## src/design/imuagc_pkg.sv

```systemverilog
// shared types and constants for the imu activity and gesture classifier
package imuagc_pkg;

	localparam int CFG_W     = 30;
	localparam int CFG_IDX_W = 3;

	// register indexes
	localparam logic [CFG_IDX_W-1:0] CFG_STILL_VAR   = 3'd0;
	localparam logic [CFG_IDX_W-1:0] CFG_WALK_VAR    = 3'd1;
	localparam logic [CFG_IDX_W-1:0] CFG_DRIVE_VAR   = 3'd2;
	localparam logic [CFG_IDX_W-1:0] CFG_LYING_Z     = 3'd3;
	localparam logic [CFG_IDX_W-1:0] CFG_SHAKE_MAG   = 3'd4;
	localparam logic [CFG_IDX_W-1:0] CFG_RAISE_DELTA = 3'd5;
	localparam logic [CFG_IDX_W-1:0] CFG_COOLDOWN    = 3'd6;

	// register reset values
	localparam logic [29:0] RST_STILL_VAR   = 30'd335544;
	localparam logic [29:0] RST_WALK_VAR    = 30'd2516582;
	localparam logic [29:0] RST_DRIVE_VAR   = 30'd1342177;
	localparam logic [14:0] RST_LYING_Z     = 15'd2867;
	localparam logic [15:0] RST_SHAKE_MAG   = 16'd10240;
	localparam logic [15:0] RST_RAISE_DELTA = 16'd1638;
	localparam logic [15:0] RST_COOLDOWN    = 16'd800;

	// fixed g thresholds at 4096 lsb per g
	localparam logic [16:0]        G_POINT3     = 17'd1228;
	localparam logic signed [15:0] Z_RAISE_MIN  = 16'sd1228;
	localparam logic signed [15:0] Z_ARM_BELOW  = -16'sd2048;
	localparam logic signed [15:0] X_TILT_RIGHT = 16'sd2867;
	localparam logic signed [15:0] X_TILT_LEFT  = -16'sd2867;

	// square root steps, one result bit from two bits of the radicand each
	localparam logic [3:0] ROOT_LAST = 4'd15;

	typedef enum logic [2:0] {
		ACT_UNKNOWN = 3'd0,
		ACT_STILL   = 3'd1,
		ACT_WALKING = 3'd2,
		ACT_LYING   = 3'd3,
		ACT_DRIVING = 3'd4
	} activity_t;

	typedef enum logic [2:0] {
		GES_NONE        = 3'd0,
		GES_SHAKE       = 3'd1,
		GES_WRIST_RAISE = 3'd2,
		GES_TILT_RIGHT  = 3'd3,
		GES_TILT_LEFT   = 3'd4
	} gesture_t;

	typedef enum logic [3:0] {
		ST_IDLE, ST_MX, ST_MY, ST_MZ, ST_SQE, ST_ROOT, ST_MAG2, ST_OLD2,
		ST_SUM2, ST_WLO, ST_WHI, ST_LS, ST_LW, ST_LD, ST_FIN, ST_OUT
	} state_t;

	typedef enum logic [3:0] {
		OP_IDLE, OP_SQ_X, OP_SQ_Y, OP_SQ_Z, OP_SQ_END, OP_ROOT, OP_MAG2,
		OP_OLD2, OP_SUM2, OP_W_LO, OP_W_HI, OP_LIM_S, OP_LIM_W, OP_LIM_D,
		OP_FINISH
	} op_t;

	typedef struct packed {
		logic take;
		op_t  op;
		logic load_out;
	} cmd_t;

	// activity in the lowest bits
	typedef struct packed {
		gesture_t  gesture;
		logic      changed;
		activity_t activity;
	} result_t;

endpackage

```

## src/design/imu_activity_and_gesture_classifier_unit.sv

```systemverilog
// top level of the imu activity and gesture classifier
//
// channel   dir  width  content
// s_axis    in   80     sample beat: accel_x, accel_y, accel_z, time_ms
// m_axis    out  8      result beat: activity, activity_changed, gesture
// cfg       in   30     register writes, index 0 to 6, no read-back
//
// a sample goes through these steps from acceptance to the next free slot: one accept
// step, three squaring steps on the single 32x32 multiplier and one to add them up,
// 16 square root steps, nine steps of window update and variance tests, one output load.
// the output load step writes the result into the output register that drives m_axis.
// reset clears the window valid bits, running sums and classifier state at once;
// a stalled m_axis holds the result register and the sequencer waits to load it,
// while the previous result already waiting lets the next sample in.
module imu_activity_and_gesture_classifier_unit import imuagc_pkg::*; #(
	parameter int WINDOW_LEN = 16
) (
	input  logic                 clk,
	input  logic                 arst_n,
	// sample stream
	input  logic                 s_axis_tvalid,
	output logic                 s_axis_tready,
	// accel_x [15:0], accel_y [31:16], accel_z [47:32], time_ms [79:48]
	input  logic [79:0]          s_axis_tdata,
	// result stream
	output logic                 m_axis_tvalid,
	input  logic                 m_axis_tready,
	// activity [2:0], activity_changed [3], gesture [6:4], zero [7]
	output logic [7:0]           m_axis_tdata,
	// register writes
	input  logic                 cfg_wr_en,
	input  logic [CFG_IDX_W-1:0] cfg_index,
	input  logic [CFG_W-1:0]     cfg_wr_data
);

	cmd_t    cmd;
	result_t res;
	result_t out_data_q;
	logic    out_valid_q;
	logic    out_free;

	// the output register may take a new beat when empty or drained this cycle
	assign out_free = !out_valid_q || m_axis_tready;

	imuagc_ctrl u_ctrl (
		.clk      (clk),
		.arst_n   (arst_n),
		.in_valid (s_axis_tvalid),
		.out_free (out_free),
		.in_ready (s_axis_tready),
		.cmd      (cmd)
	);

	imuagc_dp #(
		.WINDOW_LEN (WINDOW_LEN)
	) u_dp (
		.clk         (clk),
		.arst_n      (arst_n),
		.cfg_wr_en   (cfg_wr_en),
		.cfg_index   (cfg_index),
		.cfg_wr_data (cfg_wr_data),
		.in_x        (s_axis_tdata[15:0]),
		.in_y        (s_axis_tdata[31:16]),
		.in_z        (s_axis_tdata[47:32]),
		.in_time     (s_axis_tdata[79:48]),
		.cmd         (cmd),
		.res         (res)
	);

	// output register, parts the result side from the sequencer
	always_ff @(posedge clk or negedge arst_n) begin
		if (!arst_n) begin
			out_valid_q <= 1'b0;
		end else if (cmd.load_out) begin
			out_valid_q <= 1'b1;
		end else if (m_axis_tready) begin
			out_valid_q <= 1'b0;
		end
	end

	// result payload, no reset needed
	always_ff @(posedge clk) begin
		if (cmd.load_out) begin
			out_data_q <= res;
		end
	end

	assign m_axis_tvalid = out_valid_q;
	assign m_axis_tdata  = {1'b0, out_data_q};

`ifndef SYNTHESIS
	// sequencer leaves idle right after taking a sample
	a_busy_after_accept: assert property (@(posedge clk) disable iff (!arst_n)
		s_axis_tvalid && s_axis_tready |=> !s_axis_tready)
		else $error("sample accepted while previous one still in work");

	// a result is never loaded over one that has not been taken
	a_load_when_free: assert property (@(posedge clk) disable iff (!arst_n)
		cmd.load_out |-> (!out_valid_q || m_axis_tready))
		else $error("result register overwritten");

	// the block only returns to accepting samples after loading a result into the output register
	a_ready_after_load: assert property (@(posedge clk) disable iff (!arst_n)
		$rose(s_axis_tready) |-> $past(cmd.load_out))
		else $error("ready without a result loaded");
`endif

endmodule

```

## src/design/imuagc_ctrl.sv

```systemverilog
// sequencer for the classifier datapath
module imuagc_ctrl import imuagc_pkg::*; (
	input  logic clk,
	input  logic arst_n,
	input  logic in_valid,
	input  logic out_free,
	output logic in_ready,
	output cmd_t cmd
);

	state_t     state_q, state_d;
	logic [3:0] cnt_q;

	always_ff @(posedge clk or negedge arst_n) begin
		if (!arst_n) begin
			state_q <= ST_IDLE;
			cnt_q   <= '0;
		end else begin
			state_q <= state_d;
			cnt_q   <= (state_q == ST_ROOT) ? cnt_q + 4'd1 : '0;
		end
	end

	always_comb begin
		state_d      = state_q;
		in_ready     = 1'b0;
		cmd.take     = 1'b0;
		cmd.op       = OP_IDLE;
		cmd.load_out = 1'b0;
		case (state_q)
			ST_IDLE: begin
				in_ready = 1'b1;
				if (in_valid) begin
					cmd.take = 1'b1;
					state_d  = ST_MX;
				end
			end
			ST_MX: begin
				cmd.op  = OP_SQ_X;
				state_d = ST_MY;
			end
			ST_MY: begin
				cmd.op  = OP_SQ_Y;
				state_d = ST_MZ;
			end
			ST_MZ: begin
				cmd.op  = OP_SQ_Z;
				state_d = ST_SQE;
			end
			ST_SQE: begin
				cmd.op  = OP_SQ_END;
				state_d = ST_ROOT;
			end
			ST_ROOT: begin
				cmd.op = OP_ROOT;
				if (cnt_q == ROOT_LAST) begin
					state_d = ST_MAG2;
				end
			end
			ST_MAG2: begin
				cmd.op  = OP_MAG2;
				state_d = ST_OLD2;
			end
			ST_OLD2: begin
				cmd.op  = OP_OLD2;
				state_d = ST_SUM2;
			end
			ST_SUM2: begin
				cmd.op  = OP_SUM2;
				state_d = ST_WLO;
			end
			ST_WLO: begin
				cmd.op  = OP_W_LO;
				state_d = ST_WHI;
			end
			ST_WHI: begin
				cmd.op  = OP_W_HI;
				state_d = ST_LS;
			end
			ST_LS: begin
				cmd.op  = OP_LIM_S;
				state_d = ST_LW;
			end
			ST_LW: begin
				cmd.op  = OP_LIM_W;
				state_d = ST_LD;
			end
			ST_LD: begin
				cmd.op  = OP_LIM_D;
				state_d = ST_FIN;
			end
			ST_FIN: begin
				cmd.op  = OP_FINISH;
				state_d = ST_OUT;
			end
			ST_OUT: begin
				if (out_free) begin
					cmd.load_out = 1'b1;
					state_d      = ST_IDLE;
				end
			end
			default: begin
				state_d = ST_IDLE;
			end
		endcase
	end

endmodule

```

## src/design/imuagc_dp.sv

```systemverilog
// classifier datapath: shared multiplier, square root, window and decision logic
module imuagc_dp import imuagc_pkg::*; #(
	parameter int WINDOW_LEN = 16
) (
	input  logic                 clk,
	input  logic                 arst_n,
	input  logic                 cfg_wr_en,
	input  logic [CFG_IDX_W-1:0] cfg_index,
	input  logic [CFG_W-1:0]     cfg_wr_data,
	input  logic signed [15:0]   in_x,
	input  logic signed [15:0]   in_y,
	input  logic signed [15:0]   in_z,
	input  logic [31:0]          in_time,
	input  cmd_t                 cmd,
	output result_t              res
);

	localparam int CLG   = $clog2(WINDOW_LEN);
	localparam int SUM_W = 16 + CLG;
	localparam int SQS_W = 32 + CLG;
	localparam int SPR_W = 32 + 2 * CLG;
	localparam logic [31:0]    W_C      = 32'(WINDOW_LEN);
	localparam logic [31:0]    W2_C     = 32'(WINDOW_LEN * WINDOW_LEN);
	localparam logic [CLG-1:0] POS_LAST = CLG'(WINDOW_LEN - 1);

	function automatic logic [16:0] abs17(input logic signed [15:0] v);
		logic [16:0] e;
		e = {v[15], v};
		return v[15] ? 17'(-e) : e;
	endfunction

	// configuration
	logic [29:0] still_q, walk_q, drive_q;
	logic [14:0] lying_q;
	logic [15:0] shake_q, raise_d_q, cool_q;

	// sample and working registers
	logic signed [15:0] ax_q, ay_q, az_q;
	logic [31:0]        time_q;
	logic [63:0]        prod_q;
	logic [31:0]        mul_a, mul_b;
	logic [31:0]        rem_q, root_q, bit_q, root_try;
	logic [SPR_W-1:0]   spr_q, lim;
	logic               lt_still_q, gt_walk_q, gt_drive;

	// window and running sums
	logic [15:0]           win_mem [WINDOW_LEN];
	logic [WINDOW_LEN-1:0] valid_q;
	logic [15:0]           rd_q, old;
	logic                  rd_valid_q;
	logic [CLG-1:0]        pos_q;
	logic [SUM_W-1:0]      sum_q;
	logic [SQS_W-1:0]      sqs_q;

	// classification state
	activity_t          cur_act_q, next_act;
	logic [31:0]        last_q, elapsed;
	logic signed [15:0] prev_z_q;
	logic               armed_q, armed_nx, raised, cool_ok, shake, lying;
	logic [16:0]        abs_x, abs_y, abs_z;
	logic signed [17:0] dz;
	gesture_t           ges;
	result_t            res_q;

	assign abs_x    = abs17(ax_q);
	assign abs_y    = abs17(ay_q);
	assign abs_z    = abs17(az_q);
	assign old      = rd_valid_q ? rd_q : 16'd0;
	assign root_try = root_q + bit_q;
	assign lim      = prod_q[SPR_W-1:0];
	assign res      = res_q;

	// one shared multiplier, operands picked per step
	always_comb begin
		mul_a = '0;
		mul_b = '0;
		case (cmd.op)
			OP_SQ_X: begin
				mul_a = 32'(abs_x);
				mul_b = 32'(abs_x);
			end
			OP_SQ_Y: begin
				mul_a = 32'(abs_y);
				mul_b = 32'(abs_y);
			end
			OP_SQ_Z: begin
				mul_a = 32'(abs_z);
				mul_b = 32'(abs_z);
			end
			OP_MAG2: begin
				mul_a = 32'(root_q[15:0]);
				mul_b = 32'(root_q[15:0]);
			end
			OP_OLD2: begin
				mul_a = 32'(old);
				mul_b = 32'(old);
			end
			OP_SUM2: begin
				mul_a = 32'(sum_q);
				mul_b = 32'(sum_q);
			end
			OP_W_LO: begin
				mul_a = W_C;
				mul_b = sqs_q[31:0];
			end
			OP_W_HI: begin
				mul_a = W_C;
				mul_b = 32'(sqs_q[SQS_W-1:32]);
			end
			OP_LIM_S: begin
				mul_a = 32'(still_q);
				mul_b = W2_C;
			end
			OP_LIM_W: begin
				mul_a = 32'(walk_q);
				mul_b = W2_C;
			end
			OP_LIM_D: begin
				mul_a = 32'(drive_q);
				mul_b = W2_C;
			end
			default: begin
				mul_a = '0;
				mul_b = '0;
			end
		endcase
	end

	// decision logic on the final step
	always_comb begin
		elapsed  = time_q - last_q;
		cool_ok  = elapsed >= 32'(cool_q);
		shake    = root_q[15:0] > shake_q;
		dz       = 18'(az_q) - 18'(prev_z_q);
		armed_nx = armed_q || (az_q < Z_ARM_BELOW);
		raised   = armed_nx && (dz > $signed({2'b00, raise_d_q})) && (az_q > Z_RAISE_MIN);
		gt_drive = spr_q > lim;
		lying    = (abs_z > 17'(lying_q)) && (abs_x <= G_POINT3);

		if (!cool_ok) begin
			ges = GES_NONE;
		end else if (shake) begin
			ges = GES_SHAKE;
		end else if (raised) begin
			ges = GES_WRIST_RAISE;
		end else if (ax_q > X_TILT_RIGHT && abs_y <= G_POINT3) begin
			ges = GES_TILT_RIGHT;
		end else if (ax_q < X_TILT_LEFT && abs_y <= G_POINT3) begin
			ges = GES_TILT_LEFT;
		end else begin
			ges = GES_NONE;
		end

		if (lying) begin
			next_act = ACT_LYING;
		end else if (lt_still_q) begin
			next_act = ACT_STILL;
		end else if (gt_walk_q) begin
			next_act = ACT_WALKING;
		end else if (gt_drive) begin
			next_act = ACT_DRIVING;
		end else begin
			next_act = ACT_STILL;
		end
	end

	// configuration registers
	always_ff @(posedge clk or negedge arst_n) begin
		if (!arst_n) begin
			still_q   <= RST_STILL_VAR;
			walk_q    <= RST_WALK_VAR;
			drive_q   <= RST_DRIVE_VAR;
			lying_q   <= RST_LYING_Z;
			shake_q   <= RST_SHAKE_MAG;
			raise_d_q <= RST_RAISE_DELTA;
			cool_q    <= RST_COOLDOWN;
		end else if (cfg_wr_en) begin
			case (cfg_index)
				CFG_STILL_VAR:   still_q   <= cfg_wr_data[29:0];
				CFG_WALK_VAR:    walk_q    <= cfg_wr_data[29:0];
				CFG_DRIVE_VAR:   drive_q   <= cfg_wr_data[29:0];
				CFG_LYING_Z:     lying_q   <= cfg_wr_data[14:0];
				CFG_SHAKE_MAG:   shake_q   <= cfg_wr_data[15:0];
				CFG_RAISE_DELTA: raise_d_q <= cfg_wr_data[15:0];
				CFG_COOLDOWN:    cool_q    <= cfg_wr_data[15:0];
				default: ;
			endcase
		end
	end

	// working registers, rebuilt for every sample
	always_ff @(posedge clk) begin
		prod_q <= 64'(mul_a) * 64'(mul_b);
		if (cmd.take) begin
			ax_q   <= in_x;
			ay_q   <= in_y;
			az_q   <= in_z;
			time_q <= in_time;
			root_q <= '0;
			bit_q  <= 32'h4000_0000;
		end
		case (cmd.op)
			OP_SQ_Y:   rem_q <= prod_q[31:0];
			OP_SQ_Z:   rem_q <= rem_q + prod_q[31:0];
			OP_SQ_END: rem_q <= rem_q + prod_q[31:0];
			OP_ROOT: begin
				if (rem_q >= root_try) begin
					rem_q  <= rem_q - root_try;
					root_q <= (root_q >> 1) + bit_q;
				end else begin
					root_q <= root_q >> 1;
				end
				bit_q <= bit_q >> 2;
			end
			OP_W_LO:  spr_q      <= '0 - prod_q[SPR_W-1:0];
			OP_W_HI:  spr_q      <= spr_q + prod_q[SPR_W-1:0];
			OP_LIM_S: spr_q      <= spr_q + {prod_q[SPR_W-33:0], 32'd0};
			OP_LIM_W: lt_still_q <= spr_q < lim;
			OP_LIM_D: gt_walk_q  <= spr_q > lim;
			OP_FINISH: begin
				res_q.activity <= next_act;
				res_q.changed  <= (next_act != cur_act_q);
				res_q.gesture  <= ges;
			end
			default: ;
		endcase
	end

	// magnitude window store, registered read at the write position
	always_ff @(posedge clk) begin
		rd_q <= win_mem[pos_q];
		if (cmd.op == OP_OLD2) begin
			win_mem[pos_q] <= root_q[15:0];
		end
	end

	// persistent state
	always_ff @(posedge clk or negedge arst_n) begin
		if (!arst_n) begin
			valid_q    <= '0;
			rd_valid_q <= 1'b0;
			pos_q      <= '0;
			sum_q      <= '0;
			sqs_q      <= '0;
			cur_act_q  <= ACT_UNKNOWN;
			last_q     <= '0;
			prev_z_q   <= '0;
			armed_q    <= 1'b0;
		end else begin
			rd_valid_q <= valid_q[pos_q];
			case (cmd.op)
				OP_OLD2: begin
					sum_q          <= sum_q - SUM_W'(old) + SUM_W'(root_q[15:0]);
					sqs_q          <= sqs_q + prod_q[SQS_W-1:0];
					valid_q[pos_q] <= 1'b1;
					pos_q          <= (pos_q == POS_LAST) ? '0 : pos_q + CLG'(1);
				end
				OP_SUM2: sqs_q <= sqs_q - prod_q[SQS_W-1:0];
				OP_FINISH: begin
					cur_act_q <= next_act;
					if (cool_ok && !shake) begin
						prev_z_q <= az_q;
						armed_q  <= armed_nx && !raised;
					end
					if (ges != GES_NONE) begin
						last_q <= time_q;
					end
				end
				default: ;
			endcase
		end
	end

endmodule
```

## config.mk

```make
export PLATFORM = sky130hd
export DESIGN_NAME = imu_activity_and_gesture_classifier_unit
export DESIGN_NICKNAME = d
export VERILOG_FILES = /design/src/design/imuagc_pkg.sv /design/src/design/imu_activity_and_gesture_classifier_unit.sv /design/src/design/imuagc_ctrl.sv /design/src/design/imuagc_dp.sv
export SDC_FILE = /design/constraint.sdc
export NUM_CORES = 2
export LEC_CHECK = 0
export BUFFER_PORTS_ARGS = -buffer_cell sky130_fd_sc_hd__buf_2
export CAP_MARGIN = 20
export CORE_UTILIZATION = 40
export DETAILED_ROUTE_END_ITERATION = 10
export GPL_TIMING_DRIVEN = 0
export PLACE_DENSITY_LB_ADDON = 0.2
export SLEW_MARGIN = 30
export SYNTH_ARGS = -nofsm -noshare
export SYNTH_HDL_FRONTEND = slang
export SYNTH_SLANG_ARGS = --single-unit
export TNS_END_PERCENT = 5
```

## constraint.sdc

```tcl
create_clock -name clk -period 14.5 [get_ports clk]
set_clock_uncertainty 0.1 [all_clocks]
set_input_delay 0.725 -clock clk [delete_from_list [all_inputs] [get_ports clk]]
set_output_delay 0.725 -clock clk [all_outputs]
set_load 0.1 [all_outputs]
```

==> metrics.yaml <==
clock_network:
  hold_buffers: 32
  htree_levels: 3
  cts_max_path_buffers: 3
  insertion_delay_ps: 760
  cts.clk_slew.worst_paths_ps: 60
  cts_resized: 0
  cts_setup_buffers: 0
  clock_sinks: 819
  numCtsBuffers: 96
  clock-root-buffer: "clkbuf_16"
  cts_tree: "yes"
timing:
  finalHoldViolCount: 0
  rsz0062_at_grt: "no"
  holdWs_ps: 53.3
  fin_crit_sh: 0.877
  drv_slew: 0
  period_needed_ps: 12720
  relSlewSlack: 0.298
  max_freq_ghz: 0.0786
  worstMarginPinSlew_ps: 1040
  setup_viol: 0
drt:
  dr.pass1.iters: 6
  vias_per_cell: 5.32
  wirelength_um: 205000
  ant_nets: 0
  vias: 50200
  wl_per_cell_um: 21.7
  drc_errors: 0
  first_iter_violations: 4216
logic_synthesis:
  synth_top_area_share: 0.206
  synth_warnings: 0
  synth-main-ff-cell: "edfxtp_1"
  synth-edff-count: 471
  synthDistinctLibCells: 90
  postSynth.asyncResetShare: 0.355
  yosysSeqAreaShare: 0.330
  yosys-top-cells-area: "edfxtp_1 21%, fa_1 18%, ha_1 9.1%"
  synth_area_mm2: 0.0686
  syn_inst: 6542
  yosys.area.top_type: "edfxtp_1"
  ys_ff_latch: 819
  synth_area_per_cell_um2: 10.5
global_routing:
  grt_first_pass_wirelength_um: 314000
  antenna_found_initial: 3
  grt_pass1_vias: 51100
  grt_overflow: 0
  grt_usage: 0.239
  grt_max_degree: 78
place:
  port_buffers: 124
  placed_cells: 9210
  detailedPlacementHpwl_um: 166000
  routabilityCongestion: 0.988
floorplan:
  start_util: 0.404
  fp-row-count: 151
  die_y_um: 416
  die_area_mm2: 0.173
  boundaryPins: 128
  die_w_um: 416
  core_area_mm2: 0.170
worst_setup_path:
  cp.arrival_ps: 13270
  crit_path_start_kind: "flop"
  slowest_delay_ps: 660
  crit_type: "flop to flop"
  critPathMaxFanout: 10
  endpoint_kind: "flop"
  critical_path.most_common_cell: "inv_1"
  slowest_stage: "a21oi_1"
  required_ps: 15050
final_layout:
  multi_input_comb_area_mm2: 0.0424
  fin_cells: 9426
  seq_area_mm2: 0.0226
  synthToLayoutAreaGrowth_pct: 12.9
  nets: 8369
  layout-drive-gt1-share: 0.103
  fillers: 16000
run:
  maxCapViolCount: 0
min_path:
  hp-class: "primary input to flop"
status:
  outcome: "finished clean"
## worst max-delay path: cells and delay by family, from the launching register on
kind	cells	cell delay (ps)
fa+ha+maj	9	3910
buf+inv	13	2310
simple gates	5	1090
xor+xnor	1	180
flops	1	320
compound gates	11	4710
## layout make-up
class                   instances  area share
multi-input cells            4761       0.548
flip-flops and latches        819       0.292
repair buffers                200      0.0193
clock buffers                 120      0.0330
plain buffers                 188     0.00952
well taps                    2218      0.0358
clock inverters                61      0.0107
diodes                          1   0.0000323
inverters                    1058      0.0513
## state kept, by name, indices dropped and copies added (netlist names), 20 cells and up
register      count
u_dp.prod_q      40
u_dp.sqs_q       36
u_dp.rem_q       32
u_dp.time_q      32
u_dp.drive_q     30
u_dp.root_q      32
u_dp.still_q     30
u_dp.spr_q       40
u_dp.win_mem    256
u_dp.last_q      32
u_dp.sum_q       20
u_dp.walk_q      30
## stage by stage
step,setup slack [ps],area (um2),TNS (ps),util
after floorplan,3470,69600,0,-
after global placement,-959,73000,-3780,0.430
after detailed placement,2080,73700,0,0.434
after CTS,1980,77400,0,0.456
after global routing,1330,77400,0,0.456
final,1780,77400,0,0.456
## per-layer routing
layer	global-route usage	vias to the layer above	routed length, um
met5	0	-	0
met4	0.0692	0	6560
met3	0.0315	286	10800
met2	0.393	1374	96400
met1	0.328	25300	91100
li1	-	23200	-
## layout by cell type, fill, tap and decap left out, types with 40 or more instances in the layout
cell type  netlist  routed
o21a_1          49      49
clkbuf_16        0      96
a21o_1         104     104
dfrtp_1        241     241
and2_1          83      80
nand4_1         52      52
and3_1          50      49
mux4_2          85      85
fa_1           631     631
nor3_1          90      86
buf_2            4     133
o21bai_1        50      50
nor2_1         457     457
nand2_1        453     453
or2_2           40      40
conb_1           2     286
nand2b_1        66      65
ha_1           496     496
inv_1         1058    1058
o22ai_1         41      41
xor2_1         105     105
dfxtp_1         57      57
clkbuf_1       166     174
edfxtp_1       471     471
xnor2_1        268     268
a211oi_1        44      41
nand3_1         76      76
nor2b_1         49      49
mux2_2         181     181
a21oi_1        274     272
dfstp_2         50      50
o21ai_0        217     217
## kinds of logic after synthesis
group	Yosys count	share of synthesized area
other	2	0.000110
XOR/XNOR	373	0.0476
adder cells (fa/ha/maj)	1127	0.275
flip-flops	819	0.330
AND/OR/NAND/NOR	1553	0.108
AO/OA/AOI/OAI	1136	0.110
buffers and inverters	1246	0.0684
multiplexers	286	0.0611
## path summary, 6_finish.rpt
check | startpoint | endpoint | slack, ps | cells past startpoint
max | u_ctrl.state_q[0] | u_dp.prod_q[38] | 1780 | 39
min | s_axis_tdata[31] | u_dp.ay_q[15] | 50 | 1
max in group asynchronous | arst_n | u_dp.still_q[12] | 12690 | 4
min reg2reg | u_dp.res[5] | m_axis_tdata[5] | 310 | 0
min in group asynchronous | arst_n | u_dp.cur_act_q[0] | 380 | 2
max reg2reg | u_ctrl.state_q[0] | u_dp.prod_q[38] | 1780 | 39
## Yosys cell counts, drive strengths merged (29+ instances only)
| cell type | count |
|---|---|
| inv | 1058 |
| fa | 631 |
| ha | 496 |
| edfxtp | 471 |
| nor2 | 457 |
| nand2 | 453 |
| a21oi | 274 |
| xnor2 | 268 |
| dfrtp | 241 |
| o21ai | 218 |
| mux2 | 188 |
| clkbuf | 166 |
| xor2 | 105 |
| a21o | 104 |
| nor3 | 91 |
| and2 | 86 |
| mux4 | 85 |
| nand3 | 76 |
| nand2b | 66 |
| dfxtp | 57 |
| nand4 | 52 |
| and3 | 50 |
| dfstp | 50 |
| o21bai | 50 |
| nor2b | 49 |
| o21a | 49 |
| a211oi | 44 |
| o22ai | 41 |
| or2 | 40 |
| a31oi | 39 |
| a222oi | 35 |
| o31ai | 35 |
| nor4 | 34 |
| or3 | 34 |
| a22oi | 29 |
| o211ai | 29 |
Power is not shown: default switching activity piles up to over one toggle a cycle in this logic, so the estimate is an artifact.
